<file path="src/assert_macros.svh">
// ---------------------------------------------------------------------------
// assert_macros.svh
// shared concurrent assertion macros
// ---------------------------------------------------------------------------
`ifndef ASSERT_MACROS_SVH
`define ASSERT_MACROS_SVH

// same-cycle implication
`define MTR_ASSERT_IMP(lbl, clk, rstn, pre, post) \
  lbl: assert property (@(posedge clk) disable iff (!rstn) (pre) |-> (post)) \
    else $error("assertion failed");

// next-cycle implication
`define MTR_ASSERT_NXT(lbl, clk, rstn, pre, post) \
  lbl: assert property (@(posedge clk) disable iff (!rstn) (pre) |=> (post)) \
    else $error("assertion failed");

`endif

</file>
<file path="src/mtr_pkg.sv">
// ---------------------------------------------------------------------------
// mtr_pkg
// types, codes and constants of the matrix translate/rotate block
// ---------------------------------------------------------------------------
package mtr_pkg;

  localparam logic CMD_TRANSLATE = 1'b0;
  localparam logic CMD_ROTATE    = 1'b1;

  localparam logic [7:0] AXIS_X_LO = 8'h78;
  localparam logic [7:0] AXIS_X_UP = 8'h58;
  localparam logic [7:0] AXIS_Y_LO = 8'h79;
  localparam logic [7:0] AXIS_Y_UP = 8'h59;
  localparam logic [7:0] AXIS_Z_LO = 8'h7A;
  localparam logic [7:0] AXIS_Z_UP = 8'h5A;

  localparam int CORDIC_STEPS = 16;
  localparam int TRIG_FRAC    = 30;
  localparam int TRIG_W       = 33;
  localparam int ACC_W        = 68;

  localparam logic signed [TRIG_W-1:0] CORDIC_GAIN = 33'sd652032874;

  typedef struct packed {
    logic signed [TRIG_W-1:0] cosv;
    logic signed [TRIG_W-1:0] sinv;
  } trig_t;

  function automatic logic signed [31:0] atan_deg(input logic [3:0] idx);
    logic signed [31:0] v;
    case (idx)
      4'd0:    v = 32'sd2949120;
      4'd1:    v = 32'sd1740967;
      4'd2:    v = 32'sd919879;
      4'd3:    v = 32'sd466945;
      4'd4:    v = 32'sd234379;
      4'd5:    v = 32'sd117304;
      4'd6:    v = 32'sd58666;
      4'd7:    v = 32'sd29335;
      4'd8:    v = 32'sd14668;
      4'd9:    v = 32'sd7334;
      4'd10:   v = 32'sd3667;
      4'd11:   v = 32'sd1833;
      4'd12:   v = 32'sd917;
      4'd13:   v = 32'sd458;
      4'd14:   v = 32'sd229;
      default: v = 32'sd115;
    endcase
    return v;
  endfunction

  function automatic logic signed [31:0] sat32(input logic signed [ACC_W-1:0] v);
    logic signed [ACC_W-1:0] hi;
    logic signed [ACC_W-1:0] lo;
    hi = $signed({{(ACC_W-32){1'b0}}, 32'h7FFF_FFFF});
    lo = $signed({{(ACC_W-32){1'b1}}, 32'h8000_0000});
    if (v > hi) begin
      return 32'sh7FFF_FFFF;
    end else if (v < lo) begin
      return 32'sh8000_0000;
    end
    return v[31:0];
  endfunction

endpackage

</file>
<file path="src/mtr_sincos.sv">
// ---------------------------------------------------------------------------
// mtr_sincos
// angle reduction and iterative cordic cosine/sine in degrees
// ---------------------------------------------------------------------------
module mtr_sincos #(
  parameter int FRAC_BITS = 16
) (
  input  logic                clk,
  input  logic                rst_n,
  input  logic                start,
  input  logic signed [31:0]  angle,
  output logic                done,
  output mtr_pkg::trig_t      trig
);

  localparam int REM_W = 41;
  localparam logic [REM_W-1:0] FULL  = REM_W'(360) << FRAC_BITS;
  localparam logic [REM_W-1:0] HALF  = REM_W'(180) << FRAC_BITS;
  localparam logic [REM_W-1:0] QUART = REM_W'(90) << FRAC_BITS;
  localparam int FULL_LOG  = $clog2(FULL);
  localparam int RED_STEPS = (FULL_LOG >= 33) ? 1 : 33 - FULL_LOG;
  localparam int K_W       = (RED_STEPS > 1) ? $clog2(RED_STEPS) : 1;
  localparam logic signed [63:0] ZRND = 64'sd1 <<< (FRAC_BITS - 1);

  typedef enum logic [7:0] {
    T_IDLE = 8'b0000_0001,
    T_RED  = 8'b0000_0010,
    T_FIX  = 8'b0000_0100,
    T_WRAP = 8'b0000_1000,
    T_FOLD = 8'b0001_0000,
    T_ZCV  = 8'b0010_0000,
    T_ITER = 8'b0100_0000,
    T_OUT  = 8'b1000_0000
  } tstate_t;

  tstate_t                          state_r, state_nxt;
  logic [K_W-1:0]                   k_r;
  logic [3:0]                       i_r;
  logic                             neg_r;
  logic                             flip_r;
  logic [REM_W-1:0]                 mag_r;
  logic signed [REM_W-1:0]          rem_r;
  logic signed [31:0]               z_r;
  logic signed [mtr_pkg::TRIG_W-1:0] x_r, y_r;
  logic                             done_r;
  mtr_pkg::trig_t                   trig_r;

  logic [31:0]                      abs_angle;
  logic [REM_W-1:0]                 sub_val;
  logic signed [63:0]               z_ext;
  logic signed [63:0]               z_sum;
  logic signed [mtr_pkg::TRIG_W-1:0] dx, dy;
  logic signed [31:0]               at;

  assign abs_angle = angle[31] ? 32'(-angle) : angle;
  assign sub_val   = FULL << k_r;
  assign z_ext     = {{(64-REM_W){rem_r[REM_W-1]}}, rem_r};
  assign z_sum     = (z_ext <<< 16) + ZRND;
  assign dx        = y_r >>> i_r;
  assign dy        = x_r >>> i_r;
  assign at        = mtr_pkg::atan_deg(i_r);

  always_comb begin
    state_nxt = state_r;
    unique case (state_r)
      T_IDLE: if (start) state_nxt = T_RED;
      T_RED:  if (k_r == '0) state_nxt = T_FIX;
      T_FIX:  state_nxt = T_WRAP;
      T_WRAP: state_nxt = T_FOLD;
      T_FOLD: state_nxt = T_ZCV;
      T_ZCV:  state_nxt = T_ITER;
      T_ITER: if (i_r == 4'(mtr_pkg::CORDIC_STEPS - 1)) state_nxt = T_OUT;
      T_OUT:  state_nxt = T_IDLE;
      default: state_nxt = T_IDLE;
    endcase
  end

  always_ff @(posedge clk) begin
    if (!rst_n) begin
      state_r <= T_IDLE;
      done_r  <= 1'b0;
    end else begin
      state_r <= state_nxt;
      done_r  <= (state_r == T_OUT);
    end
  end

  always_ff @(posedge clk) begin
    case (state_r)
      T_IDLE: begin
        neg_r <= angle[31];
        mag_r <= {{(REM_W-32){1'b0}}, abs_angle};
        k_r   <= K_W'(RED_STEPS - 1);
      end
      T_RED: begin
        if (mag_r >= sub_val) mag_r <= mag_r - sub_val;
        k_r <= k_r - 1'b1;
      end
      T_FIX: begin
        rem_r <= (neg_r && (mag_r != '0)) ? $signed(FULL - mag_r) : $signed(mag_r);
      end
      T_WRAP: begin
        if (rem_r > $signed(HALF)) rem_r <= rem_r - $signed(FULL);
      end
      T_FOLD: begin
        if (rem_r > $signed(QUART)) begin
          rem_r  <= rem_r - $signed(HALF);
          flip_r <= 1'b1;
        end else if (rem_r < -$signed(QUART)) begin
          rem_r  <= rem_r + $signed(HALF);
          flip_r <= 1'b1;
        end else begin
          flip_r <= 1'b0;
        end
      end
      T_ZCV: begin
        z_r <= 32'(z_sum >>> FRAC_BITS);
        x_r <= mtr_pkg::CORDIC_GAIN;
        y_r <= '0;
        i_r <= '0;
      end
      T_ITER: begin
        if (z_r >= 0) begin
          x_r <= x_r - dx;
          y_r <= y_r + dy;
          z_r <= z_r - at;
        end else begin
          x_r <= x_r + dx;
          y_r <= y_r - dy;
          z_r <= z_r + at;
        end
        i_r <= i_r + 1'b1;
      end
      T_OUT: begin
        trig_r.cosv <= flip_r ? -x_r : x_r;
        trig_r.sinv <= flip_r ? -y_r : y_r;
      end
      default: ;
    endcase
  end

  assign done = done_r;
  assign trig = trig_r;

endmodule
</file>
<file path="config.mk">
export PLATFORM = sky130hd
export DESIGN_NAME = mtr_sincos
export DESIGN_NICKNAME = d
export VERILOG_FILES = /design/src/assert_macros.svh /design/src/mtr_pkg.sv /design/src/mtr_sincos.sv
export SDC_FILE = /design/constraint.sdc
export NUM_CORES = 1
export LEC_CHECK = 0
export BUFFER_PORTS_ARGS = -buffer_cell sky130_fd_sc_hd__buf_2
export CAP_MARGIN = 20
export CORE_MARGIN = 2
export CORE_UTILIZATION = 45
export DETAILED_ROUTE_END_ITERATION = 12
export HOLD_SLACK_MARGIN = 0.03
export PLACE_DENSITY_LB_ADDON = 0.1
export SKIP_CTS_REPAIR_TIMING = 1
export SYNTH_ARGS = -nofsm -noshare
export SYNTH_HDL_FRONTEND = slang
export SYNTH_SLANG_ARGS = --single-unit
</file>
<file path="constraint.sdc">
create_clock -name clk -period 10.15 [get_ports clk]
set_input_delay 0.5075 -clock clk [delete_from_list [all_inputs] [get_ports clk]]
set_output_delay 0.5075 -clock clk [all_outputs]
set_load 0.005 [all_outputs]
</file>
* Yosys cells after proc, flatten, opt, wreduce, memory -nomap -nowiden
Memories as Yosys holds them, arrays and structs flattened. A register that Yosys moved wholly into a read port is not among the register bits.
Index checks and enable logic that the tools add are counted.
** Storage, ports and cells
- Register bits :: 264
- Memories :: 1
- Word-level logic and storage cells :: 87
- Latch bits :: 0
- Bits in read-only memories :: 352
- Memory bits (writable) :: 0
** Cells by class
- Divide/modulo/power cells :: 0
- Shift-type cells :: 3
- Bitwise gates (word level) :: 0
- Eq/ne operators :: 15
- Add/subtract/negate cells :: 17
- Reductions and logical operators :: 9
- Multipliers :: 0
- Order comparisons :: 5
- Mux-type cells :: 24
** Memories
- (no name shown) :: depth 16, width 22, rd ports 1, clocked after Yosys merged registers in 1, wr ports 0, RTL line mtr_pkg.sv:31 : case (idx)
** Operators with widths (count)
- $mux W41 :: 5
- $mux W33 :: 4
- $pmux W33 S2 :: 2
- $pmux W41 S3 :: 1
- $pmux W41 S2 :: 1
- $add A33 B33 Y33 :: 2
- $neg A33 Y33 :: 2
- $sshr A33 B4 Y33 :: 2
- $sub A33 B33 Y33 :: 2
- $mux W32 :: 2
- $pmux W32 S2 :: 1
- $pmux W8 S7 :: 1
- $add A48 B17 Y48 const B :: 1
- $add A41 B25 Y41 const B :: 1
- $ge A41 B41 Y1 :: 1
- $gt A41 B24 Y1 const B :: 1
- $gt A41 B25 Y1 const B :: 1
- $lt A41 B24 Y1 const B :: 1
- $reduce_bool A41 Y1 :: 1
- $shl A25 B3 Y41 const A :: 1
- $sub A25 B41 Y41 const A :: 1
- $sub A41 B25 Y41 const B :: 1
- $sub A41 B26 Y41 const B :: 1
- $sub A41 B41 Y41 :: 1
- other kinds (28) :: 36

* Depth between registers and ports, before layout
Gate-level depths: netlist of the first run.
- Word-level depth :: 4
- Mapped depth :: 29

* Least setup slack after synthesis of the first run
No wires, ideal clock.
- Kind :: reg-to-reg
- Start point :: reg state_r[3]
- End point :: reg trig_r, in the netlist trig[0] (enable)
- Stages on the path, launching flop included :: 5
- Path buffers :: 1
- Setup time :: 0.586 ns
- Clock period less this slack :: 6.405 ns
- Path slack :: 3.745 ns
- Arrival time :: 5.819 ns
- Cell sequence :: dfxtp_1 > clkbuf_1 > nor4_1 > nand2_1 > nor3b_1
** Between the ends
- Word-level cells in the longest chain between the ends :: 1
** RTL lines
- from (decl) :: RTL line mtr_sincos.sv:36 : tstate_t state_r, state_nxt;
- from (signal assigned) :: RTL line mtr_sincos.sv:83 : state_r <= state_nxt;
- $eq A8 B8 Y1 :: RTL line mtr_sincos.sv:89 : case (state_r)
- to (decl) :: RTL line mtr_sincos.sv:46 : mtr_pkg::trig_t trig_r;
No other way between the ends.
A chain may end at the register's enable or synchronous reset.

* Final worst setup path of the first run
- Start point :: reg i_r[1]
- End point :: reg y_r[32] (netlist name), data pin
** Between the ends
- Word-level cells in the longest chain between the ends :: 4
- Elaborated cells on any way between the ends :: 5
** RTL lines
- from (decl) :: RTL line mtr_sincos.sv:38 : logic [3:0] i_r;
- from (signal assigned) :: RTL line mtr_sincos.sv:132 : i_r <= i_r + 1'b1;
- $sshr A33 B4 Y33 * :: RTL line mtr_sincos.sv:60 : assign dy = x_r >>> i_r;
- $sub A33 B33 Y33 or $add A33 B33 Y33 (tied branches) :: RTL line mtr_sincos.sv:129, mtr_sincos.sv:125
- $mux W33 * :: RTL line mtr_sincos.sv:123 : if (z_r >= 0) begin
- $pmux W33 S2 * :: RTL line mtr_sincos.sv:89
- to (signal assigned) :: RTL line mtr_sincos.sv:125 : y_r <= y_r + dy;
- to (signal assigned) :: RTL line mtr_sincos.sv:129 : y_r <= y_r - dy;
- to (decl) :: RTL line mtr_sincos.sv:44 : logic signed [mtr_pkg::TRIG_W-1:0] x_r, y_r;
Mark *: on every way between the ends. The rest lies on a longest branch, timed or not.

==> flow_summary_export.csv, run 1 <==
group,metric,value,unit
global_route,grt_antenna_before_repair,0,
sta,slew_violations,0,
synthesis,synth_adder_area_share,7.114,%
final_layout,fin_cells,3556,
synthesis,synthTopCellsByCount,"nand2_1, edfxtp_1, nor2_1",
min_path,min_from,"rst_n",
synthesis,syn_inst,2754,
final_layout,multi_input_area,15830,sq um
power,p_leak,0.009978,uW
floorplanning,die_area,57320,sq um
global_route,grt_overflow,0,
floorplanning,die_x,239.4,um
synthesis,synth_ff_type,"edfxtp_1",
synthesis,synth_top_area_share,30.70,%
sta,rsz0062_at_grt,"false",
worst_setup_path,end_kind,"register",
route,avgViaCountPerCell,5.920,
synthesis,synth_area_leaders,"edfxtp_1, ha_1, xnor2_1, mux4_2, o21ai_0",
min_path,min_path_type,"in -> reg",
synthesis,ys_ff_latch,286,
clock_network,clockBufferDepth,3,
outcome,status,"complete, no violations",
place,gp_congestion,0.8836,
sta,slew_headroom,32.65,%
synthesis,post_synth.cell_area_avg,9.056,sq um
route,first_pass_iters,6,
route,vias,21052,
floorplanning,row_count,86,
clock_network,cts_sinks,286,
sta,clock.fmax,149.9,MHz
route,wl_per_cell,19.05,um
final_layout,antennaDiodeCount,0,
sta,setup-tns-final,0,ns
worst_setup_path,cp-start-kind,"register",
synthesis,synth.cell_area,24940,sq um
final_layout,seq_area,8278,sq um
synthesis,seq_area_frac_synth,33.19,%
job,max-cap-violations,0,
worst_setup_path,worst-path-max-fanout,45,
min_path,holdPathStages,2,
clock_network,cts_buffers,38,
worst_setup_path,critPathRequiredTime,10.43,ns
sta,fin_crit,6.673,ns
sta,fin_skew,0.02521,ns
power,ir_drop,0.0001270,V
floorplanning,die_h,239.4,um
worst_setup_path,slowest_stage,"buf_4",
route,routed_wl,67730,um
min_path,hold_path_end,"state_r[0]",
sta,hold_violations,0,
power,power.density,114.8,nW/um^2
final_layout,drive_gt1_share,11.04,%
clock_network,cts-root-buf,"clkbuf_16",
clock_network,cts_tree,"done",
global_route,grt_pass1_vias,20861,
synthesis,yosys_warnings,0,
worst_setup_path,rr_startpoint,"i_r[1]",
clock_network,htree_levels,2,
global_route,grt_pass1_wl,108600,um
synthesis,synth-xor-area-share,10.68,%
sta,period_share,65.74,%
synthesis,synth_top_area_cell,"edfxtp_1",
final_layout,num-fill-cells,5136,
place,place_inst,3485,
synthesis,synth-compound-area-share,18.80,%
final_layout,final_util,49.63,%
synthesis,synth-edff-count,255,
synthesis,ys_types,83,
final_layout,layout-area-overhead-vs-synth,9.411,%
route,drc,0,
worst_setup_path,path_common_cell,"o211ai_1",
synthesis,synthMostInstantiatedCell,"nand2_1",
clock_network,clk_latency,0.57,ns
route,drt_iter0_markers,1436,
synthesis,synthMuxAreaShare,9.391,%
floorplanning,ios,102,
floorplanning,initial_core_util,45.36,%
worst_setup_path,path_class,"reg -> reg",
global_route,grt_use_total,23.52,%
worst_setup_path,cp.arrival,6.95,ns
synthesis,syn_nets,2929,
synthesis,yosys.area_share.simple,17.35,%
worst_setup_path,r2r_slack,3.48,ns
synthesis,async_flop_share,0,%
worst_setup_path,cp_cell_sequence,"buf_4 > buf_4 > mux4_2 > nand2_1 > nand2_1 > o21ai_0 > ha_1 > inv_1 > or2_2 > o22ai_1 > a21boi_0 > a31oi_1 > xnor2_1 > ha_1 > o21ai_0 > o211ai_1 > and3_1 > a311oi_1 > o211ai_1 > o221ai_1 > o211ai_1 > nand4_1 > nand3_1 > nor3b_1",
worst_setup_path,r2r.worst_path.cells,24,
route,drtAntennaViolNets,0,
global_route,grt_max_degree,94,
sta,finalSetupViolations,0,
floorplanning,coreArea,54990,sq um
worst_setup_path,rr_endpoint,"y_r[32]",
clock_network,path_clk_slew,0.06,ns
final_layout,layout.nets,2953,
synthesis,synth_top_family_by_area,"compound AO/OA/AOI/OAI gates",
place,dp_hpwl,50310,um
sta,worstMarginPinSlew,1.010,ns
place,io_buffers,101,
worst_setup_path,critPathMaxStageDelay,0.61,ns
## through the flow
stage	total power [uW]	instance area [sq um]	setup slack [ns]	hold WS, ns
final	3134	27290	3.477	0.1790
after global routing	3266	27290	2.877	0.1607
after CTS	3174	27280	3.516	0.1445
after detailed placement	1819	26050	3.551	0.5414
after global placement	1811	26050	3.740	0.5384
after floorplan	1712	24940	3.745	0.4944
## placed cells by master, fill, tap and decap left out, types with 72 or more instances in the layout
cell	Yosys	routed
a21oi_1	161	161
buf_2	10	101
edfxtp_1	255	255
ha_1	137	137
inv_1	73	72
nand2_1	288	288
nor2_1	236	236
o21ai_0	233	233
xnor2_1	179	179
xor2_1	125	125
## worst max-delay path: cells and delay by family, from the launching register on
kind            cells  cell delay, ns
flops               1            0.32
compound gates     10            2.48
mux                 1            0.61
xor+xnor            1            0.16
buf+inv             3            1.14
fa+ha+maj           2            0.59
simple gates        7            1.05
## routing by layer
metal  global-route usage [%]  up-vias  part of all wire (%)
li1                         -    10319                     -
met1                    26.88    10061                    40
met3                    2.858      146                   3.8
met5                        0        -                     0
met4                    10.25        0                   4.4
met2                    43.84      526                    51
## how the worst max path moves through the flow
stage,from,end,slack [ns],cells after the start
floorplan,state_r[3],trig[0],3.74,4
global placement,i_r[1],y_r[32],3.74,24
global route,i_r[1],y_r[32],2.88,24
CTS,i_r[1],y_r[32],3.52,24
detailed placement,i_r[1],y_r[32],3.55,24
finish,i_r[1],y_r[32],3.48,24
## cell families after synthesis
family / Yosys count
AND/OR/NAND/NOR: 908
AO/OA/AOI/OAI: 743
XOR/XNOR: 304
flip-flops: 286
buffers and inverters: 223
multiplexers: 150
adder cells (fa/ha/maj): 140
## sequential cells by signal (all words and copies together), names as in the netlist
name	flops
trig	66
neg_r	1
mag_r	41
y_r	33
state_r	8
at	22
x_r	33
done	1
rem_r	41
i_r	4
z_r	32
flip_r	1
k_r	3
## area by class of cell
| type | count | share of cell area (%) |
|---|---|---|
| Clock inverter | 15 | 0.6007 |
| Tap cell | 748 | 3.430 |
| Multi-Input combinational cell | 2245 | 58.01 |
| Inverter | 77 | 1.068 |
| Timing Repair Buffer | 130 | 2.650 |
| Clock buffer | 55 | 3.907 |
| Sequential cell | 286 | 30.34 |
## where the power goes
group          leakage, uW  total [uW]  internal, uW  switching (uW)
Sequential         0.00254        1430          1360            65.1
Clock             0.000593        1340           807             532
Combinational      0.00685         368           159             209
(Power assumes the default switching activity.)
==> run 2: changes to the inputs <==
--- a/config.mk
+++ b/config.mk
@@ -5,6 +5,7 @@
 export SDC_FILE = /design/constraint.sdc
 export NUM_CORES = 1
 export LEC_CHECK = 0
+export ABC_AREA = 1
 export BUFFER_PORTS_ARGS = -buffer_cell sky130_fd_sc_hd__buf_2
 export CAP_MARGIN = 20
 export CORE_MARGIN = 2
==> constraint.sdc (replaced) <==
create_clock -name clk -period 6.55 [get_ports clk]
set_input_delay 0.3275 -clock clk [delete_from_list [all_inputs] [get_ports clk]]
set_output_delay 0.3275 -clock clk [all_outputs]
set_load 0.005 [all_outputs]
==> flow_summary_export.csv, run 2 <==
group,metric,value,unit
outcome,status,"complete, no violations",
worst_setup_path,cp.arrival,5.48,ns
route,wl_met2,40870,um
sta,whs,0.1104,ns
worst_setup_path,end_kind,"register",
route,wl_per_cell,17.30,um
worst_setup_path,path_class,"reg -> reg",
final_layout,layout_common_cells,"nand2_1, nand3_1, nor2_1",
final_layout,final_common_cell,"nand2_1",
sta,fin_crit,5.136,ns
worst_setup_path,rr_endpoint,"x_r[32]",
min_path,holdPathStages,3,
final_layout,drive_gt1_share,7.739,%
floorplanning,coreArea,60130,sq um
synthesis,synth_top_area_share,28.03,%
floorplanning,row_count,90,
sta,period_share,78.41,%
synthesis,post_synth.cell_area_avg,6.735,sq um
place,place_inst,4836,
sta,clock.fmax,194.7,MHz
final_layout,fin_cells,4904,
route,met3_length,3692,um
global_route,grt_antenna_before_repair,0,
synthesis,async_flop_share,0,%
clock_network,cts-root-buf,"clkbuf_16",
worst_setup_path,critPathMaxStageDelay,0.68,ns
synthesis,ys_types,57,
worst_setup_path,r2r_slack,1.41,ns
clock_network,path_clk_slew,0.06,ns
worst_setup_path,worst-path-max-fanout,51,
route,drc,0,
synthesis,synthTopCellsByCount,"nand2_1, nand3_1, nor2_1",
route,routed.top_layer,"met4",
sta,fin_ws,1.414,ns
final_layout,final_util,49.38,%
place,place_ws,1.529,ns
global_route,grt_pass1_vias,25587,
clock_network,cts_tree,"done",
floorplanning,die_h,250.4,um
synthesis,syn_nets,4231,
clock_network,htree_levels,2,
global_route,grt_use_total,26.80,%
route,routed_wl,84840,um
final_layout,largest_register_ffs,66,
final_layout,num-fill-cells,6320,
min_path,hold_path_end,"mag_r[0]",
floorplanning,ios,102,
sta,slew_violations,0,
place,dp_hpwl,64980,um
sta,fin_skew,0.02516,ns
synthesis,yosys_warnings,0,
place,io_buffers,101,
route,avgViaCountPerCell,5.493,
synthesis,synth.cell_area,27320,sq um
synthesis,seq_area_frac_synth,30.30,%
clock_network,clk_latency,0.59,ns
final_layout,layout.nets,4270,
sta,rsz0062_at_grt,"false",
floorplanning,die_area,62700,sq um
sta,slew_headroom,33.03,%
worst_setup_path,rr_startpoint,"i_r[1]",
route,first_pass_iters,6,
synthesis,synth_top_area_cell,"edfxtp_1",
final_layout,layout-area-overhead-vs-synth,8.688,%
worst_setup_path,r2r.worst_path.cells,23,
route,drt_iter0_markers,2126,
synthesis,synth_area_leaders,"edfxtp_1, nand2_1, nand3_1, ha_1, nor2_1",
worst_setup_path,cp-start-kind,"register",
route,vias,26939,
min_path,min_from,"angle[0]",
synthesis,synth-edff-count,255,
clock_network,cts_buffers,37,
floorplanning,initial_core_util,45.43,%
final_layout,antennaDiodeCount,0,
worst_setup_path,slowest_stage,"inv_2",
clock_network,cts_sinks,286,
power,power.density,204.0,nW/um^2
place,gp_congestion,0.9408,
clock_network,clockBufferDepth,3,
min_path,min_path_type,"in -> reg",
worst_setup_path,critPathRequiredTime,6.89,ns
route,wl_met1,36420,um
global_route,grt_overflow,0,
synthesis,synth_ff_type,"edfxtp_1",
power,p_leak,0.01276,uW
floorplanning,die_x,250.4,um
job,max-cap-violations,0,
global_route,grt_max_degree,75,
worst_setup_path,path_common_cell,"nand2_1",
sta,setup-tns-final,0,ns
synthesis,synthMostInstantiatedCell,"nand2_1",
worst_setup_path,cp_cell_sequence,"inv_2 > nand3_1 > nand3_1 > nand2_1 > o21ai_2 > ha_1 > o21ai_0 > fa_1 > nand2_1 > nand2_1 > o21ai_0 > o21ai_0 > nand2_1 > nand2_1 > inv_1 > o21ai_0 > nand4_1 > nand2_1 > nand2_1 > nand2_1 > nand2_1 > nand2_1 > nor2_1",
synthesis,syn_inst,4056,
sta,worstMarginPinSlew,0.9979,ns
sta,hold_violations,0,
global_route,grt_pass1_wl,136100,um
sta,finalSetupViolations,0,
route,drtAntennaViolNets,0,
synthesis,ys_ff_latch,286,
power,ir_drop,0.0003323,V
[run 2: critical path, delay by kind of cell (launching register included)]
kind,cells,cell delay (ns)
fa+ha+maj,2,0.57
buf+inv,2,0.76
flops,1,0.39
compound gates,5,1.65
simple gates,14,1.50
[run 2: routing by layer]
layer  vias up  global-route usage (%)
li1      13781                       -
met1     12266                   32.95
met2       725                   47.52
met3       167                   2.702
met4         0                   11.72
met5         -                       0
[run 2: kinds of logic after synthesis]
family	Yosys count	share of synthesized area [%]
buffers and inverters	554	7.988
multiplexers	3	0.1099
AND/OR/NAND/NOR	2170	34.31
flip-flops	286	30.30
AO/OA/AOI/OAI	699	14.26
adder cells (fa/ha/maj)	140	6.494
XOR/XNOR	204	6.540
[run 2: how the worst max path moves through the flow]
| stage | startpoint | end | slack [ns] |
|---|---|---|---|
| global route | i_r[0] | y_r[26] | 0.73 |
| CTS | i_r[0] | x_r[32] | 1.52 |
| global placement | i_r[0] | y_r[25] | 1.61 |
| floorplan | state_r[2] | trig[0] | 0.91 |
| finish | i_r[1] | x_r[32] | 1.41 |
| detailed placement | i_r[1] | x_r[32] | 1.53 |
[run 2: cell type report]
cell class              instances  area, sq um  share of cell area (%)
clock buffers                  44        962.2                   3.240
clock inverters                22        262.8                  0.8849
repair buffers                130        729.5                   2.457
well taps                     782        978.4                   3.295
flip-flops and latches        286         8278                   27.88
inverters                     424         1592                   5.360
multi-input cells            3216        16890                   56.88
[run 2: where the power goes]
part / internal [uW] / switching, uW / total (uW)
clock network: 1250 / 874 / 2130
registers: 2280 / 204 / 2480
logic: 466 / 980 / 1450
[run 2: metrics by stage]
stage	area, sq um	total power, uW
finish	29690	6057
global route	29690	6414
CTS	29670	6115
detailed placement	28450	3974
global placement	28450	3958
floorplan	27320	3483
